## config.mk

```make
export PLATFORM = sky130hd
export DESIGN_NAME = stepper_absolute_angle_controller_core
export DESIGN_NICKNAME = d
export VERILOG_FILES = /design/src/rtl/core/saac_pkg.sv /design/src/rtl/core/stepper_absolute_angle_controller_core.sv /design/src/rtl/core/saac_div.sv /design/src/rtl/core/saac_ctrl.sv
export SDC_FILE = /design/constraint.sdc
export NUM_CORES = 2
export LEC_CHECK = 0
export ABC_CLOCK_PERIOD_IN_PS = 11700
export BUFFER_PORTS_ARGS = -buffer_cell sky130_fd_sc_hd__buf_2
export CAP_MARGIN = 10
export CORE_MARGIN = 4
export CORE_UTILIZATION = 35
export CTS_CLUSTER_SIZE = 20
export DETAILED_ROUTE_END_ITERATION = 8
export GPL_ROUTABILITY_DRIVEN = 0
export PLACE_DENSITY = 0.54
export SLEW_MARGIN = 20
export SYNTH_ARGS = -nofsm -noshare
export SYNTH_HDL_FRONTEND = slang
export SYNTH_SLANG_ARGS = --single-unit
export TNS_END_PERCENT = 10
```

## constraint.sdc

```tcl
create_clock -name aclk -period 11.7 [get_ports aclk]
set_clock_uncertainty 0.1 [all_clocks]
set_input_delay 0.585 -clock aclk [delete_from_list [all_inputs] [get_ports aclk]]
set_output_delay 0.585 -clock aclk [all_outputs]
set_load 0.05 [all_outputs]
```

## src/rtl/core/saac_pkg.sv

```systemverilog
// Shared types, constants and helper functions for the stepper angle controller.
`timescale 1ns / 1ps
`default_nettype none
package saac_pkg;

    localparam int POSITION_WIDTH   = 16;
    localparam int TICK_COUNT_WIDTH = 20;

    // Configuration field widths
    localparam int SPR_W      = 16;
    localparam int DBT_W      = 20;
    localparam int DEG_CFG_W  = 8;
    localparam int CFG_IDX_W  = 3;
    localparam int CFG_DATA_W = 20;

    // Payload widths
    localparam int CMD_W      = 2;
    localparam int IN_ANGLE_W = 16;
    localparam int ANGLE_W    = 9;

    localparam int DEG_FULL = 360;
    localparam int DEG_HALF = 180;
    // Offset-binary input plus this bias is congruent to the signed angle mod 360
    localparam int NORM_BIAS = DEG_FULL - ((2 ** (IN_ANGLE_W - 1)) % DEG_FULL);

    // Serial divider widths: sized so the dividend holds s*720 + r and the divisor holds 2r
    localparam int DVD_W = POSITION_WIDTH + 10;
    localparam int DVS_W = POSITION_WIDTH + 1;
    localparam int DIV_CNT_W = $clog2(DVD_W + 1);

    localparam int DBT_CMP_W = (TICK_COUNT_WIDTH > DBT_W) ? TICK_COUNT_WIDTH : DBT_W;

    // Reset values of the registers
    localparam int SPR_RESET      = 3200;
    localparam int DBT_RESET      = 1200;
    localparam int MINCHG_RESET   = 2;
    localparam int DEADBAND_RESET = 1;
    localparam int HOLD_RESET     = 1;

    typedef enum logic [CFG_IDX_W-1:0] {
        REG_STEPS_PER_REV = 3'd0,
        REG_DEBOUNCE      = 3'd1,
        REG_MIN_CHANGE    = 3'd2,
        REG_DEADBAND      = 3'd3,
        REG_HOLD          = 3'd4
    } saac_reg_t;

    typedef enum logic [CMD_W-1:0] {
        CMD_TICK  = 2'd0,
        CMD_ANGLE = 2'd1,
        CMD_STOP  = 2'd2,
        CMD_NOP   = 2'd3
    } saac_cmd_t;

    typedef enum logic [1:0] {
        DIR_STOP = 2'd0,
        DIR_CW   = 2'd1,
        DIR_CCW  = 2'd2
    } saac_dir_t;

    typedef enum logic [4:0] {
        S_IDLE,
        S_TK_MOD_GO,
        S_TK_MOD,
        S_SNAP_GO,
        S_SNAP,
        S_NORM_GO,
        S_NORM,
        S_TDEG_MOD_GO,
        S_TDEG_MOD,
        S_TDEG_ANG_GO,
        S_TDEG_ANG,
        S_TGT_GO,
        S_TGT,
        S_CUR_GO,
        S_CUR,
        S_REP_MOD_GO,
        S_REP_MOD,
        S_REP_ANG_GO,
        S_REP_ANG,
        S_DONE
    } saac_state_t;

    typedef struct packed {
        logic [CMD_W-1:0]             command;
        logic signed [IN_ANGLE_W-1:0] target_angle;
    } saac_in_t;

    typedef struct packed {
        logic               pulse_level;
        logic               direction_pin;
        logic               driver_enable;
        logic [ANGLE_W-1:0] angle_deg;
        logic               moving;
        logic               command_taken;
    } saac_out_t;

    typedef struct packed {
        logic [SPR_W-1:0]     rev_steps;
        logic [DBT_W-1:0]     debounce_ticks;
        logic [DEG_CFG_W-1:0] min_change_deg;
        logic [DEG_CFG_W-1:0] deadband_deg;
        logic                 keep_enable;
    } saac_cfg_t;

    // Shortest distance between two angles on the circle
    function automatic logic [ANGLE_W-1:0] circ_diff(input logic [ANGLE_W-1:0] a,
                                                     input logic [ANGLE_W-1:0] b);
        logic [ANGLE_W-1:0] d;
        d = (a > b) ? (a - b) : (b - a);
        return (d > ANGLE_W'(DEG_HALF)) ? (ANGLE_W'(DEG_FULL) - d) : d;
    endfunction

    // Fold a rounded angle of exactly 360 back to 0
    function automatic logic [ANGLE_W-1:0] wrap_deg(input logic [ANGLE_W-1:0] q);
        return (q >= ANGLE_W'(DEG_FULL)) ? (q - ANGLE_W'(DEG_FULL)) : q;
    endfunction

endpackage
`default_nettype wire

```

## src/rtl/core/stepper_absolute_angle_controller_core.sv

```systemverilog
// Top level of the stepper absolute-angle controller: registers, handshakes, result register.
`timescale 1ns / 1ps
`default_nettype none
// Each item is a half-period tick, an angle command or a stop, and returns one result with the
// step, direction and enable levels, the rounded angle and the filter outcome. One item is in
// work at a time; all arithmetic runs through a single bit-serial divider that produces one
// quotient bit per cycle. A tick with no step needs two divisions, a tick that takes a step
// three or four, an angle command up to seven, a stop two like an idle tick. The result goes
// to an output register, so the next item is taken while the previous result still waits on
// m_ready.
module stepper_absolute_angle_controller_core (
    input  wire logic                            aclk,
    input  wire logic                            aresetn,
    input  wire logic                            cfg_we,
    input  wire logic [saac_pkg::CFG_IDX_W-1:0]  cfg_addr,
    input  wire logic [saac_pkg::CFG_DATA_W-1:0] cfg_wdata,
    input  wire logic                            s_valid,
    output logic                                 s_ready,
    input  wire saac_pkg::saac_in_t              s_data,
    output logic                                 m_valid,
    input  wire logic                            m_ready,
    output saac_pkg::saac_out_t                  m_data
);
    import saac_pkg::*;

    saac_cfg_t cfg_reg, cfg_next;

    always_comb begin
        cfg_next = cfg_reg;
        if (cfg_we) begin
            case (saac_reg_t'(cfg_addr))
                REG_STEPS_PER_REV: cfg_next.rev_steps      = cfg_wdata[SPR_W-1:0];
                REG_DEBOUNCE:      cfg_next.debounce_ticks = cfg_wdata[DBT_W-1:0];
                REG_MIN_CHANGE:    cfg_next.min_change_deg = cfg_wdata[DEG_CFG_W-1:0];
                REG_DEADBAND:      cfg_next.deadband_deg   = cfg_wdata[DEG_CFG_W-1:0];
                REG_HOLD:          cfg_next.keep_enable    = cfg_wdata[0];
                default: ;
            endcase
        end
    end

    always_ff @(posedge aclk) begin
        if (!aresetn) begin
            cfg_reg.rev_steps      <= SPR_W'(SPR_RESET);
            cfg_reg.debounce_ticks <= DBT_W'(DBT_RESET);
            cfg_reg.min_change_deg <= DEG_CFG_W'(MINCHG_RESET);
            cfg_reg.deadband_deg   <= DEG_CFG_W'(DEADBAND_RESET);
            cfg_reg.keep_enable    <= 1'(HOLD_RESET);
        end else begin
            cfg_reg <= cfg_next;
        end
    end

    logic      res_valid;
    logic      res_ready;
    saac_out_t res;

    saac_ctrl u_ctrl (
        .aclk       (aclk),
        .aresetn    (aresetn),
        .cfg        (cfg_reg),
        .item_valid (s_valid),
        .item       (s_data),
        .item_ready (s_ready),
        .res_valid  (res_valid),
        .res_ready  (res_ready),
        .res        (res)
    );

    // Result register: load when empty or being drained
    logic      m_valid_reg, m_valid_next;
    saac_out_t m_data_reg, m_data_next;

    assign res_ready = !m_valid_reg || m_ready;

    always_comb begin
        m_valid_next = m_valid_reg;
        m_data_next  = m_data_reg;
        if (res_valid && res_ready) begin
            m_valid_next = 1'b1;
            m_data_next  = res;
        end else if (m_ready) begin
            m_valid_next = 1'b0;
        end
    end

    always_ff @(posedge aclk) begin
        if (!aresetn) begin
            m_valid_reg <= 1'b0;
        end else begin
            m_valid_reg <= m_valid_next;
        end
    end

    always_ff @(posedge aclk) begin
        m_data_reg <= m_data_next;
    end

    assign m_valid = m_valid_reg;
    assign m_data  = m_data_reg;

endmodule
`default_nettype wire

```

## src/rtl/core/saac_div.sv

```systemverilog
// Bit-serial restoring divider: one quotient bit per cycle.
`timescale 1ns / 1ps
`default_nettype none
module saac_div (
    input  wire logic                        aclk,
    input  wire logic                        aresetn,
    input  wire logic                        start,
    input  wire logic [saac_pkg::DVD_W-1:0]  dividend,
    input  wire logic [saac_pkg::DVS_W-1:0]  divisor,
    output logic                             done,
    output logic [saac_pkg::DVD_W-1:0]       quotient,
    output logic [saac_pkg::DVS_W-1:0]       remainder
);
    import saac_pkg::*;

    logic                 busy_reg, busy_next;
    logic                 done_reg, done_next;
    logic [DIV_CNT_W-1:0] cnt_reg, cnt_next;
    logic [DVD_W-1:0]     quo_reg, quo_next;
    logic [DVS_W-1:0]     rem_reg, rem_next;
    logic [DVS_W-1:0]     dvs_reg, dvs_next;

    logic [DVS_W:0] trial;
    logic           fits;

    // Shift the next dividend bit into the partial remainder and try the subtract
    assign trial = {rem_reg, quo_reg[DVD_W-1]};
    assign fits  = (trial >= {1'b0, dvs_reg});

    always_comb begin
        busy_next = busy_reg;
        done_next = 1'b0;
        cnt_next  = cnt_reg;
        quo_next  = quo_reg;
        rem_next  = rem_reg;
        dvs_next  = dvs_reg;
        if (start) begin
            busy_next = 1'b1;
            cnt_next  = DIV_CNT_W'(DVD_W);
            quo_next  = dividend;
            rem_next  = '0;
            dvs_next  = divisor;
        end else if (busy_reg) begin
            quo_next = {quo_reg[DVD_W-2:0], fits};
            rem_next = fits ? DVS_W'(trial - {1'b0, dvs_reg}) : trial[DVS_W-1:0];
            cnt_next = cnt_reg - 1'b1;
            if (cnt_reg == DIV_CNT_W'(1)) begin
                busy_next = 1'b0;
                done_next = 1'b1;
            end
        end
    end

    always_ff @(posedge aclk) begin
        if (!aresetn) begin
            busy_reg <= 1'b0;
            done_reg <= 1'b0;
            cnt_reg  <= '0;
        end else begin
            busy_reg <= busy_next;
            done_reg <= done_next;
            cnt_reg  <= cnt_next;
        end
    end

    always_ff @(posedge aclk) begin
        quo_reg <= quo_next;
        rem_reg <= rem_next;
        dvs_reg <= dvs_next;
    end

    assign done      = done_reg;
    assign quotient  = quo_reg;
    assign remainder = rem_reg;

`ifndef ASSERT_OFF
    a_no_start_busy: assert property (@(posedge aclk) disable iff (!aresetn)
        start |-> !busy_reg)
        else $error("divider started while busy");

    a_rem_below_dvs: assert property (@(posedge aclk) disable iff (!aresetn)
        done_reg |-> (rem_reg < dvs_reg))
        else $error("divider remainder not below divisor");

    a_last_bit_done: assert property (@(posedge aclk) disable iff (!aresetn)
        (busy_reg && !start && cnt_reg == DIV_CNT_W'(1)) |=> (done_reg && !busy_reg))
        else $error("divider did not finish after last bit");
`endif

endmodule
`default_nettype wire

```

## src/rtl/core/saac_ctrl.sv

```systemverilog
// Item sequencer and motion state for the stepper controller, built around one serial divider.
`timescale 1ns / 1ps
`default_nettype none
module saac_ctrl (
    input  wire logic                aclk,
    input  wire logic                aresetn,
    input  wire saac_pkg::saac_cfg_t cfg,
    input  wire logic                item_valid,
    input  wire saac_pkg::saac_in_t  item,
    output logic                     item_ready,
    output logic                     res_valid,
    input  wire logic                res_ready,
    output saac_pkg::saac_out_t      res
);
    import saac_pkg::*;

    localparam int POS_W = POSITION_WIDTH;
    localparam int TCK_W = TICK_COUNT_WIDTH;

    saac_state_t state_reg, state_next;

    // Architectural state
    logic [POS_W-1:0]   pos_reg, pos_next;
    logic [POS_W-1:0]   tpos_reg, tpos_next;
    logic               tv_reg, tv_next;
    logic [POS_W-1:0]   steps_reg, steps_next;
    saac_dir_t          dir_reg, dir_next;
    logic               pulse_reg, pulse_next;
    logic               en_reg, en_next;
    logic [ANGLE_W-1:0] last_reg, last_next;
    logic               lav_reg, lav_next;
    logic [TCK_W-1:0]   tsc_reg, tsc_next;
    logic               taken_reg, taken_next;

    // Per-item working registers
    logic [IN_ANGLE_W-1:0] ang_reg, ang_next;
    logic [ANGLE_W-1:0]    d_reg, d_next;
    logic [POS_W-1:0]      s_reg, s_next;
    logic [POS_W-1:0]      ntgt_reg, ntgt_next;
    logic [ANGLE_W-1:0]    angle_reg, angle_next;

    // Divider hookup
    logic             div_start;
    logic [DVD_W-1:0] div_dvd;
    logic [DVS_W-1:0] div_dvs;
    logic             div_done;
    logic [DVD_W-1:0] div_quo;
    logic [DVS_W-1:0] div_rem;

    saac_div u_div (
        .aclk      (aclk),
        .aresetn   (aresetn),
        .start     (div_start),
        .dividend  (div_dvd),
        .divisor   (div_dvs),
        .done      (div_done),
        .quotient  (div_quo),
        .remainder (div_rem)
    );

    // Effective revolution length
    logic [SPR_W+POS_W-1:0] spr_ext;
    logic [POS_W-1:0]       rev_raw;
    logic [POS_W-1:0]       rev;

    assign spr_ext = {{POS_W{1'b0}}, cfg.rev_steps};
    assign rev_raw = spr_ext[POS_W-1:0];
    assign rev     = (rev_raw < POS_W'(2)) ? POS_W'(2) : rev_raw;

    // Shared branch conditions
    saac_cmd_t          in_cmd;
    logic               tick_halt;
    logic               debounce_ok;
    logic [ANGLE_W-1:0] d_new;
    logic               minchg_fail;
    logic [ANGLE_W-1:0] q_deg;
    logic               in_band;
    logic [POS_W-1:0]   q_pos;
    logic               same_tgt;
    logic [POS_W-1:0]   r_pos;
    logic               moving;

    assign in_cmd      = saac_cmd_t'(item.command);
    assign tick_halt   = (dir_reg == DIR_STOP) || (steps_reg == '0);
    assign debounce_ok = (DBT_CMP_W'(tsc_reg) >= DBT_CMP_W'(cfg.debounce_ticks));
    assign d_new       = div_rem[ANGLE_W-1:0];
    assign minchg_fail = lav_reg &&
                         (circ_diff(d_new, last_reg) < ANGLE_W'(cfg.min_change_deg));
    assign q_deg       = wrap_deg(div_quo[ANGLE_W-1:0]);
    assign in_band     = (circ_diff(d_reg, q_deg) <= ANGLE_W'(cfg.deadband_deg));
    assign q_pos       = div_quo[POS_W-1:0];
    assign same_tgt    = tv_reg && (tpos_reg == q_pos) && (steps_reg != '0);
    assign r_pos       = div_rem[POS_W-1:0];
    assign moving      = (dir_reg != DIR_STOP) && (steps_reg != '0);

    // One step around the circle from the reduced position
    logic [POS_W:0]   p_inc;
    logic [POS_W-1:0] step_pos;

    assign p_inc = {1'b0, r_pos} + 1'b1;

    always_comb begin
        case (dir_reg)
            DIR_CW:  step_pos = (p_inc == {1'b0, rev}) ? '0 : p_inc[POS_W-1:0];
            DIR_CCW: step_pos = (r_pos == '0) ? (rev - 1'b1) : (r_pos - 1'b1);
            default: step_pos = r_pos;
        endcase
    end

    // Shortest signed path from the reduced position to the new target
    logic signed [POS_W+1:0] diff0, diff1, diff2, half_s, rev_s, diff_abs;

    assign half_s   = $signed({3'b000, rev[POS_W-1:1]});
    assign rev_s    = $signed({2'b00, rev});
    assign diff0    = $signed({2'b00, ntgt_reg}) - $signed({2'b00, r_pos});
    assign diff1    = (diff0 > half_s) ? (diff0 - rev_s) : diff0;
    assign diff2    = (diff1 < -half_s) ? (diff1 + rev_s) : diff1;
    assign diff_abs = diff2[POS_W+1] ? -diff2 : diff2;

    // Next state
    always_comb begin
        state_next = state_reg;
        case (state_reg)
            S_IDLE: begin
                if (item_valid) begin
                    case (in_cmd)
                        CMD_TICK:  state_next = (tick_halt || !pulse_reg) ? S_REP_MOD_GO
                                                                          : S_TK_MOD_GO;
                        CMD_ANGLE: state_next = S_NORM_GO;
                        default:   state_next = S_REP_MOD_GO;
                    endcase
                end
            end
            S_TK_MOD_GO: state_next = S_TK_MOD;
            S_TK_MOD: begin
                if (div_done) begin
                    state_next = (steps_reg == '0 && tv_reg) ? S_SNAP_GO : S_REP_MOD_GO;
                end
            end
            S_SNAP_GO: state_next = S_SNAP;
            S_SNAP: begin
                if (div_done) begin
                    state_next = S_REP_MOD_GO;
                end
            end
            S_NORM_GO: state_next = S_NORM;
            S_NORM: begin
                if (div_done) begin
                    if (!debounce_ok || minchg_fail) begin
                        state_next = S_REP_MOD_GO;
                    end else if (tv_reg) begin
                        state_next = S_TDEG_MOD_GO;
                    end else begin
                        state_next = S_TGT_GO;
                    end
                end
            end
            S_TDEG_MOD_GO: state_next = S_TDEG_MOD;
            S_TDEG_MOD: begin
                if (div_done) begin
                    state_next = S_TDEG_ANG_GO;
                end
            end
            S_TDEG_ANG_GO: state_next = S_TDEG_ANG;
            S_TDEG_ANG: begin
                if (div_done) begin
                    state_next = in_band ? S_REP_MOD_GO : S_TGT_GO;
                end
            end
            S_TGT_GO: state_next = S_TGT;
            S_TGT: begin
                if (div_done) begin
                    state_next = same_tgt ? S_REP_MOD_GO : S_CUR_GO;
                end
            end
            S_CUR_GO: state_next = S_CUR;
            S_CUR: begin
                if (div_done) begin
                    state_next = S_REP_MOD_GO;
                end
            end
            S_REP_MOD_GO: state_next = S_REP_MOD;
            S_REP_MOD: begin
                if (div_done) begin
                    state_next = S_REP_ANG_GO;
                end
            end
            S_REP_ANG_GO: state_next = S_REP_ANG;
            S_REP_ANG: begin
                if (div_done) begin
                    state_next = S_DONE;
                end
            end
            S_DONE: begin
                if (res_ready) begin
                    state_next = S_IDLE;
                end
            end
            default: state_next = S_IDLE;
        endcase
    end

    // Datapath updates and divider launches
    always_comb begin
        pos_next   = pos_reg;
        tpos_next  = tpos_reg;
        tv_next    = tv_reg;
        steps_next = steps_reg;
        dir_next   = dir_reg;
        pulse_next = pulse_reg;
        en_next    = en_reg;
        last_next  = last_reg;
        lav_next   = lav_reg;
        tsc_next   = tsc_reg;
        taken_next = taken_reg;
        ang_next   = ang_reg;
        d_next     = d_reg;
        s_next     = s_reg;
        ntgt_next  = ntgt_reg;
        angle_next = angle_reg;
        div_start  = 1'b0;
        div_dvd    = DVD_W'(pos_reg);
        div_dvs    = DVS_W'(rev);
        case (state_reg)
            S_IDLE: begin
                if (item_valid) begin
                    taken_next = 1'b0;
                    ang_next   = {~item.target_angle[IN_ANGLE_W-1],
                                  item.target_angle[IN_ANGLE_W-2:0]};
                    case (in_cmd)
                        CMD_TICK: begin
                            if (!(&tsc_reg)) begin
                                tsc_next = tsc_reg + 1'b1;
                            end
                            if (tick_halt) begin
                                pulse_next = 1'b0;
                            end else if (!pulse_reg) begin
                                pulse_next = 1'b1;
                            end else begin
                                // falling edge: take the step
                                pulse_next = 1'b0;
                                steps_next = steps_reg - 1'b1;
                            end
                        end
                        CMD_STOP: begin
                            dir_next   = DIR_STOP;
                            steps_next = '0;
                            en_next    = 1'b0;
                        end
                        default: ;
                    endcase
                end
            end
            S_TK_MOD_GO: begin
                div_start = 1'b1;
                div_dvd   = DVD_W'(pos_reg);
                div_dvs   = DVS_W'(rev);
            end
            S_TK_MOD: begin
                if (div_done) begin
                    pos_next = step_pos;
                    if (steps_reg == '0) begin
                        dir_next = DIR_STOP;
                        if (!cfg.keep_enable) begin
                            en_next = 1'b0;
                        end
                    end
                end
            end
            S_SNAP_GO, S_TDEG_MOD_GO: begin
                div_start = 1'b1;
                div_dvd   = DVD_W'(tpos_reg);
                div_dvs   = DVS_W'(rev);
            end
            S_SNAP: begin
                if (div_done) begin
                    pos_next = r_pos;
                end
            end
            S_NORM_GO: begin
                div_start = 1'b1;
                div_dvd   = DVD_W'(ang_reg) + DVD_W'(NORM_BIAS);
                div_dvs   = DVS_W'(DEG_FULL);
            end
            S_NORM: begin
                if (div_done) begin
                    d_next = d_new;
                end
            end
            S_TDEG_MOD, S_REP_MOD: begin
                if (div_done) begin
                    s_next = r_pos;
                end
            end
            S_TDEG_ANG_GO, S_REP_ANG_GO: begin
                // rounded angle: (s*720 + r) / 2r
                div_start = 1'b1;
                div_dvd   = DVD_W'(s_reg) * DVD_W'(2 * DEG_FULL) + DVD_W'(rev);
                div_dvs   = {rev, 1'b0};
            end
            S_TDEG_ANG: begin
                if (div_done && in_band) begin
                    last_next  = q_deg;
                    lav_next   = 1'b1;
                    tsc_next   = '0;
                    taken_next = 1'b1;
                end
            end
            S_TGT_GO: begin
                div_start = 1'b1;
                div_dvd   = DVD_W'(d_reg) * DVD_W'(rev);
                div_dvs   = DVS_W'(DEG_FULL);
            end
            S_TGT: begin
                if (div_done) begin
                    ntgt_next  = q_pos;
                    last_next  = d_reg;
                    lav_next   = 1'b1;
                    tsc_next   = '0;
                    taken_next = 1'b1;
                end
            end
            S_CUR_GO, S_REP_MOD_GO: begin
                div_start = 1'b1;
                div_dvd   = DVD_W'(pos_reg);
                div_dvs   = DVS_W'(rev);
            end
            S_CUR: begin
                if (div_done) begin
                    tpos_next = ntgt_reg;
                    tv_next   = 1'b1;
                    if (diff2 != '0) begin
                        dir_next   = diff2[POS_W+1] ? DIR_CCW : DIR_CW;
                        steps_next = diff_abs[POS_W-1:0];
                        en_next    = 1'b1;
                    end
                end
            end
            S_REP_ANG: begin
                if (div_done) begin
                    angle_next = q_deg;
                end
            end
            default: ;
        endcase
    end

    always_ff @(posedge aclk) begin
        if (!aresetn) begin
            state_reg <= S_IDLE;
            pos_reg   <= '0;
            tpos_reg  <= '0;
            tv_reg    <= 1'b0;
            steps_reg <= '0;
            dir_reg   <= DIR_STOP;
            pulse_reg <= 1'b0;
            en_reg    <= 1'b0;
            last_reg  <= '0;
            lav_reg   <= 1'b0;
            tsc_reg   <= '0;
            taken_reg <= 1'b0;
        end else begin
            state_reg <= state_next;
            pos_reg   <= pos_next;
            tpos_reg  <= tpos_next;
            tv_reg    <= tv_next;
            steps_reg <= steps_next;
            dir_reg   <= dir_next;
            pulse_reg <= pulse_next;
            en_reg    <= en_next;
            last_reg  <= last_next;
            lav_reg   <= lav_next;
            tsc_reg   <= tsc_next;
            taken_reg <= taken_next;
        end
    end

    always_ff @(posedge aclk) begin
        ang_reg   <= ang_next;
        d_reg     <= d_next;
        s_reg     <= s_next;
        ntgt_reg  <= ntgt_next;
        angle_reg <= angle_next;
    end

    assign item_ready = (state_reg == S_IDLE);
    assign res_valid  = (state_reg == S_DONE);

    always_comb begin
        res.pulse_level   = pulse_reg;
        res.direction_pin = (dir_reg != DIR_CW);
        res.driver_enable = en_reg;
        res.angle_deg     = angle_reg;
        res.moving        = moving;
        res.command_taken = taken_reg;
    end

`ifndef ASSERT_OFF
    a_moving_enabled: assert property (@(posedge aclk) disable iff (!aresetn)
        moving |-> en_reg)
        else $error("moving with driver disabled");

    a_last_angle_range: assert property (@(posedge aclk) disable iff (!aresetn)
        lav_reg |-> (last_reg < ANGLE_W'(DEG_FULL)))
        else $error("accepted angle out of range");

    a_done_in_wait: assert property (@(posedge aclk) disable iff (!aresetn)
        div_done |-> (state_reg == S_TK_MOD || state_reg == S_SNAP ||
                      state_reg == S_NORM || state_reg == S_TDEG_MOD ||
                      state_reg == S_TDEG_ANG || state_reg == S_TGT ||
                      state_reg == S_CUR || state_reg == S_REP_MOD ||
                      state_reg == S_REP_ANG))
        else $error("divider result arrived outside a wait state");
`endif

endmodule
`default_nettype wire

```

; After elaboration in Yosys (flattened, before gate mapping)
; Cells that the tools add are included.
; W data, S select, Z words.
[word_totals]
regBits = 290
in_bits = 46
out_inout_bits = 16
elab_cells = 272
[classes]
n_addsub = 21
multipliers = 2
magnitude_cmp = 12
n_eq_ne = 53
mux = 86
bitwise_logic = 3
reduce_logical = 59
[op_table]
columns = cell, n
row1 = $mux W16, 11
row2 = $pmux W16 S2, 4
row3 = $pmux W26 S4, 1
row4 = $mux W20, 5
row5 = $pmux W5 S19, 1
row6 = $mux W5, 13
row7 = $mux W9, 7
row8 = $pmux W20 S3, 1
row9 = $mux W26, 2
row10 = $sub A16 B1 Y16 const B, 3
row11 = $eq A5 B4 Y1 const B, 8
row12 = $mux W18, 2
row13 = $sub A9 B9 Y9, 4
row14 = $pmux W17 S2, 1
row15 = $logic_not A16 Y1, 2
row16 = $add A26 B16 Y26, 1
row17 = $mul A9 B16 Y25, 1
row18 = $ne A2 B2 Y1 const B, 12
row19 = $mul A16 B6 Y22 const B, 1
row20 = $reduce_and A2 Y1, 11
row21 = $add A20 B1 Y20 const B, 1
row22 = $eq A5 B3 Y1 const B, 4
row23 = $eq A5 B5 Y1 const B, 4
row24 = $ge A20 B20 Y1, 1
row25 = other kinds (64), 135

; Depth between registers and ports, before layout
[logic_depth]
ltp_word = 11
depth_mapped = 44
mapped_depth_nobuf = 41

; Hierarchy
; From an unflattened synthesis, not the netlist that was laid out.
[hier_totals]
hier_cells = 3396
hier_area_um2 = 28483.6
[by_module_without_submodules]
columns = mod, n_inst, cells_each, area_per_inst_um2, seq_area_each_um2
row1 = saac_ctrl, 1, 2844, 22421.5, 3763.6
row2 = saac_div, 1, 328, 3529.6, 1771.7
row3 = stepper_absolute_angle_controller_core, 1, 224, 2532.4, 1501.4

; Worst setup path after synthesis
; No wires, ideal clock.
[synth_path]
path_type = register -> register
start = register u_ctrl.u_div.rem_reg[1] (netlist: u_ctrl.u_div.remainder[1])
end = register u_ctrl.steps_reg[0]
setup_time_ns = 0.116
t_arrival_ns = 8.348
t_required_ns = 11.484
setup_slack_ns = 3.136
path_stages_with_launch = 42
period_less_slack_ns = 8.564
cell_sequence = dfxtp_1 -> inv_1 -> fa_1 -> a211o_1 -> a2111oi_2 -> o211ai_1 -> a21oi_1 -> o21bai_1 -> a21oi_1 -> xnor2_1 -> ha_1 -> and2_1 -> and4_1 -> o31a_1 -> o21a_1 -> o21ai_4 -> clkbuf_1 -> nand2_1 -> [... 6 more ...] -> a21oi_1 -> o21ai_0 -> nor3_1 -> o311ai_2 -> o21ai_4 -> buf_4 -> nand2_1 -> o21ai_0 -> ha_1 -> nand3b_1 -> nor2_1 -> nand3_1 -> o22ai_1 -> nor3_2 -> nor3_2 -> a31oi_4 -> buf_2 -> o211a_1
[synth_between]
elab_chain_cells = 10
[synth_rtl]
columns = item, line_no
row1 = from (decl), saac_div.sv:20  ; logic [DVS_W-1:0] rem_reg, rem_next;
row2 = from (signal assigned), saac_div.sv:68  ; rem_reg <= rem_next;
row3 = $sub A16 B16 Y17 *, saac_ctrl.sv:115  ; assign diff0 = $signed({2'b00, ntgt_reg}) - $signed({2'b00, r_pos});
row4 = $gt A18 B16 Y1 / $sub A18 B17 Y18 (equally long branches), saac_ctrl.sv:116  ; assign diff1 = (diff0 > half_s) ? (diff0 - rev_s) : diff0;
row5 = $mux W18 *, saac_ctrl.sv:116
row6 = $add A18 B17 Y18 / $lt A18 B18 Y1 (equally long branches), saac_ctrl.sv:117  ; assign diff2 = (diff1 < -half_s) ? (diff1 + rev_s) : diff1;
row7 = $mux W18 *, saac_ctrl.sv:117
row8 = $neg A16 Y16, saac_ctrl.sv:118  ; assign diff_abs = diff2[POS_W+1] ? -diff2 : diff2;
row9 = $mux W16, saac_ctrl.sv:118
row10 = $mux W16, saac_ctrl.sv:332  ; if (diff2 != '0) begin
row11 = $mux W16, saac_ctrl.sv:329  ; if (div_done) begin
row12 = $pmux W16 S2, saac_ctrl.sv:224  ; case (state_reg)
row13 = to (signal assigned), saac_ctrl.sv:367  ; steps_reg <= steps_next;
row14 = to (decl), saac_ctrl.sv:26  ; logic [POS_W-1:0] steps_reg, steps_next;
; Mark *: on every way between the ends. The rest lies on a longest branch, timed or not. The select of a mux whose other input is x is not followed.
; A chain may end at the register's enable or synchronous reset.

; Worst setup path in the final report
[layout_path]
start = register u_ctrl.u_div.rem_reg[3] (netlist: u_ctrl.u_div.remainder[3])
end = register u_ctrl.steps_reg[0]
; Same word-level chain as after synthesis.

==> results.cfg <==
[run_status]
status = finished, final reports clean

[yosys]
ys_ff_latch = 290
ys_seq_area_frac = 0.246
synth_edf_count = 123
synth.distinct_cells = 101
syn_area_um2 = 28600
ys.flop_type = dfxtp_1
synth_warnings = 0
synth.avg_cell_area_um2 = 8.26
synth_cells = 3460
synth_async_sr_flop_share = 0

[worst_setup_path]
critical-path-slowest-cell = o311ai_0
max_stage_delay_ps = 780
endpoint_kind = flop
crit_top_cell = ha_1
r2r_cells = 37
critPathTopFamily = compound AO/OA/AOI/OAI gates
critical_path_arrival_ps = 10840
r2r_start = u_ctrl.u_div.remainder[3]
crit_start = u_ctrl.u_div.remainder[3]
cp_num_cells = 37
crit_type = flop to flop
worst-path-buf-inv = 2
critPathMaxFanout = 32
required_ps = 12040
critPathLaunchType = flop

[clocking]
numCtsBuffers = 36
cts_root_buffer = clkbuf_16
cts_hold_repair.buffers = 0
cts.sinks = 290
clk_latency_ps = 560
clockBufferDepth = 3
cts_tree = done
cts_resized = 0
clk_pin_slew_ps = 60
htreeDepth = 2
post-cts-setup-buffer-count = 0

[cells_and_area]
layout_commonest_cell = nand2_1
drive_gt1_frac = 0.0760
fill_cells = 8310
syn2layout_area_growth_pct = 9.27
layout_common_cells = nand2_1, inv_1, ha_1
seq_area_um2 = 7040
largest_register_ffs = 53
fin_cells = 4547
fin_nets = 3917
multi_input_area_um2 = 19500

[route]
drcViolationCount = 0
vias_per_cell = 5.60
wl_per_cell_um = 21.9
drtIter0Drc = 2359
drtPass1Iterations = 6
detail-route-antenna-nets = 0
routed_wl_mm = 99.5
dr_total_vias = 25470

[sta]
tns_ps = 0
fin_crit_ps = 10500
rsz0062_at_grt = no
fmax_mhz = 95.2
finalCritPeriodShare = 0.897
hold_viol_final = 0
finalHoldWorstSlack_ps = 97.7
tightest_slew_ps = 1060
setup_viol = 0
final.setup.worst_slack_ps = 1200
slew_viol_final = 0
relSlewSlack = 0.293

[place]
place_hpwl_mm = 74.6
dp_slack_ps = 1360
io_buffer_count = 61
place_inst = 4481

[power_and_ir_drop]
powerDensity_nw_per_um2 = 270
ir_worst_vdd_uv = 259
p_leak_nw = 13.0

[floorplan]
pin_count = 62
dieArea_um2 = 86300
placementRows = 104
die_w_um = 294
initial_utilization = 0.354
coreArea_um2 = 80800
dieHeight_um = 294

[min_path]
hold_path_depth = 1
min-delay-start = s_data[9]
hold_path_class = primary input to flop

[global_routing]
grt_pass1_vias = 24285
antenna_found_initial = 2
grt-ovfl-total = 0
grt_pass1_wl_mm = 150
grt_max_degree = 54
grtUsageTotal = 0.226

[flow_run]
maxCapViolCount = 0
==> metal layers <==
metal | vias up | share of wire | GRT usage
li1 | 12123 | - | -
met1 | 12300 | 0.45 | 0.313
met2 | 863 | 0.44 | 0.353
met3 | 184 | 0.068 | 0.0333
met4 | 0 | 0.047 | 0.0913
met5 | - | 0 | 0
==> cell type report <==
type,instances,area share
antenna,2,0.000160
clock buffer,51,0.0336
clock inverter,13,0.00388
inverter,373,0.0449
multi-input combinational,2635,0.625
sequential,290,0.225
tap,1060,0.0424
timing repair buffer,123,0.0247
==> power breakdown <==
group          total (mW)  internal, mW  leakage (nW)  switching (mW)
Clock                1.13         0.653         0.558           0.480
Combinational        5.84          2.30          9.97            3.54
Sequential           1.46          1.27          2.48           0.191
Total                8.43          4.22          13.0            4.21
==> cells in the mapped netlist (10+ instances only) <==
| cell | number | share of area |
|---|---|---|
| a211oi_1 | 26 | 0.0068 |
| a21boi_0 | 23 | 0.0060 |
| a21o_1 | 49 | 0.013 |
| a21oi_1 | 245 | 0.043 |
| a221oi_1 | 16 | 0.0049 |
| a31o_1 | 13 | 0.0040 |
| a31oi_1 | 23 | 0.0050 |
| and2_1 | 22 | 0.0048 |
| and3_1 | 26 | 0.0057 |
| buf_2 | 17 | 0.0030 |
| clkbuf_1 | 132 | 0.017 |
| dfxtp_1 | 167 | 0.12 |
| edfxtp_1 | 123 | 0.13 |
| fa_1 | 134 | 0.094 |
| ha_1 | 278 | 0.12 |
| inv_1 | 362 | 0.048 |
| mux2_2 | 17 | 0.0067 |
| mux2i_1 | 52 | 0.018 |
| nand2_1 | 435 | 0.057 |
| nand2b_1 | 29 | 0.0063 |
| nand3_1 | 69 | 0.012 |
| nand4_1 | 30 | 0.0066 |
| nor2_1 | 237 | 0.031 |
| nor2b_1 | 32 | 0.0070 |
| nor3_1 | 82 | 0.014 |
| nor4_1 | 21 | 0.0046 |
| o211ai_1 | 42 | 0.011 |
| o21a_1 | 41 | 0.011 |
| o21ai_0 | 173 | 0.030 |
| o21ai_1 | 12 | 0.0021 |
| o21bai_1 | 19 | 0.0050 |
| o221ai_1 | 16 | 0.0049 |
| o22ai_1 | 26 | 0.0057 |
| o31a_1 | 16 | 0.0049 |
| o31ai_1 | 23 | 0.0060 |
| o32ai_1 | 10 | 0.0031 |
| or2_2 | 12 | 0.0026 |
| or3_1 | 32 | 0.0070 |
| xnor2_1 | 134 | 0.041 |
| xor2_1 | 61 | 0.019 |
==> stage by stage <==
step | area [um2] | util | power (mW)
after global routing | 31200 | 0.387 | 9.10
after global placement | 30100 | 0.372 | 7.20
after CTS | 31200 | 0.387 | 8.36
final | 31200 | 0.387 | 8.43
after floorplan | 28600 | - | 5.74
after detailed placement | 30100 | 0.372 | 7.18
==> kinds of logic (layout without fill, tap and decap cells) <==
family,count (synthesis),after routing,share of synthesized area
XOR/XNOR,196,196,0.0603
adder cells (fa/ha/maj),412,412,0.215
other,1,4,0.000131
buffers and inverters,536,560,0.0720
flip-flops,290,290,0.246
multiplexers,70,70,0.0254
AND/OR/NAND/NOR,1067,1067,0.173
AO/OA/AOI/OAI,888,888,0.207
==> worst paths after layout <==
path | endpoint | slack (ps)
worst max-delay path | u_ctrl.steps_reg[0] | 1200
worst min-delay path | u_ctrl.ang_reg[9] | 100
worst max register to register | u_ctrl.steps_reg[0] | 1200
worst min register to register | m_data[3] | 330
==> worst reg2reg max path: cells and delay by family, from the launching register on <==
kind / cells / cell delay (ps)
simple gates: 12 / 2410
flops: 1 / 640
fa+ha+maj: 4 / 1480
buf+inv: 2 / 470
compound gates: 19 / 5330
Note: power is estimated with default switching activity, not from simulation.
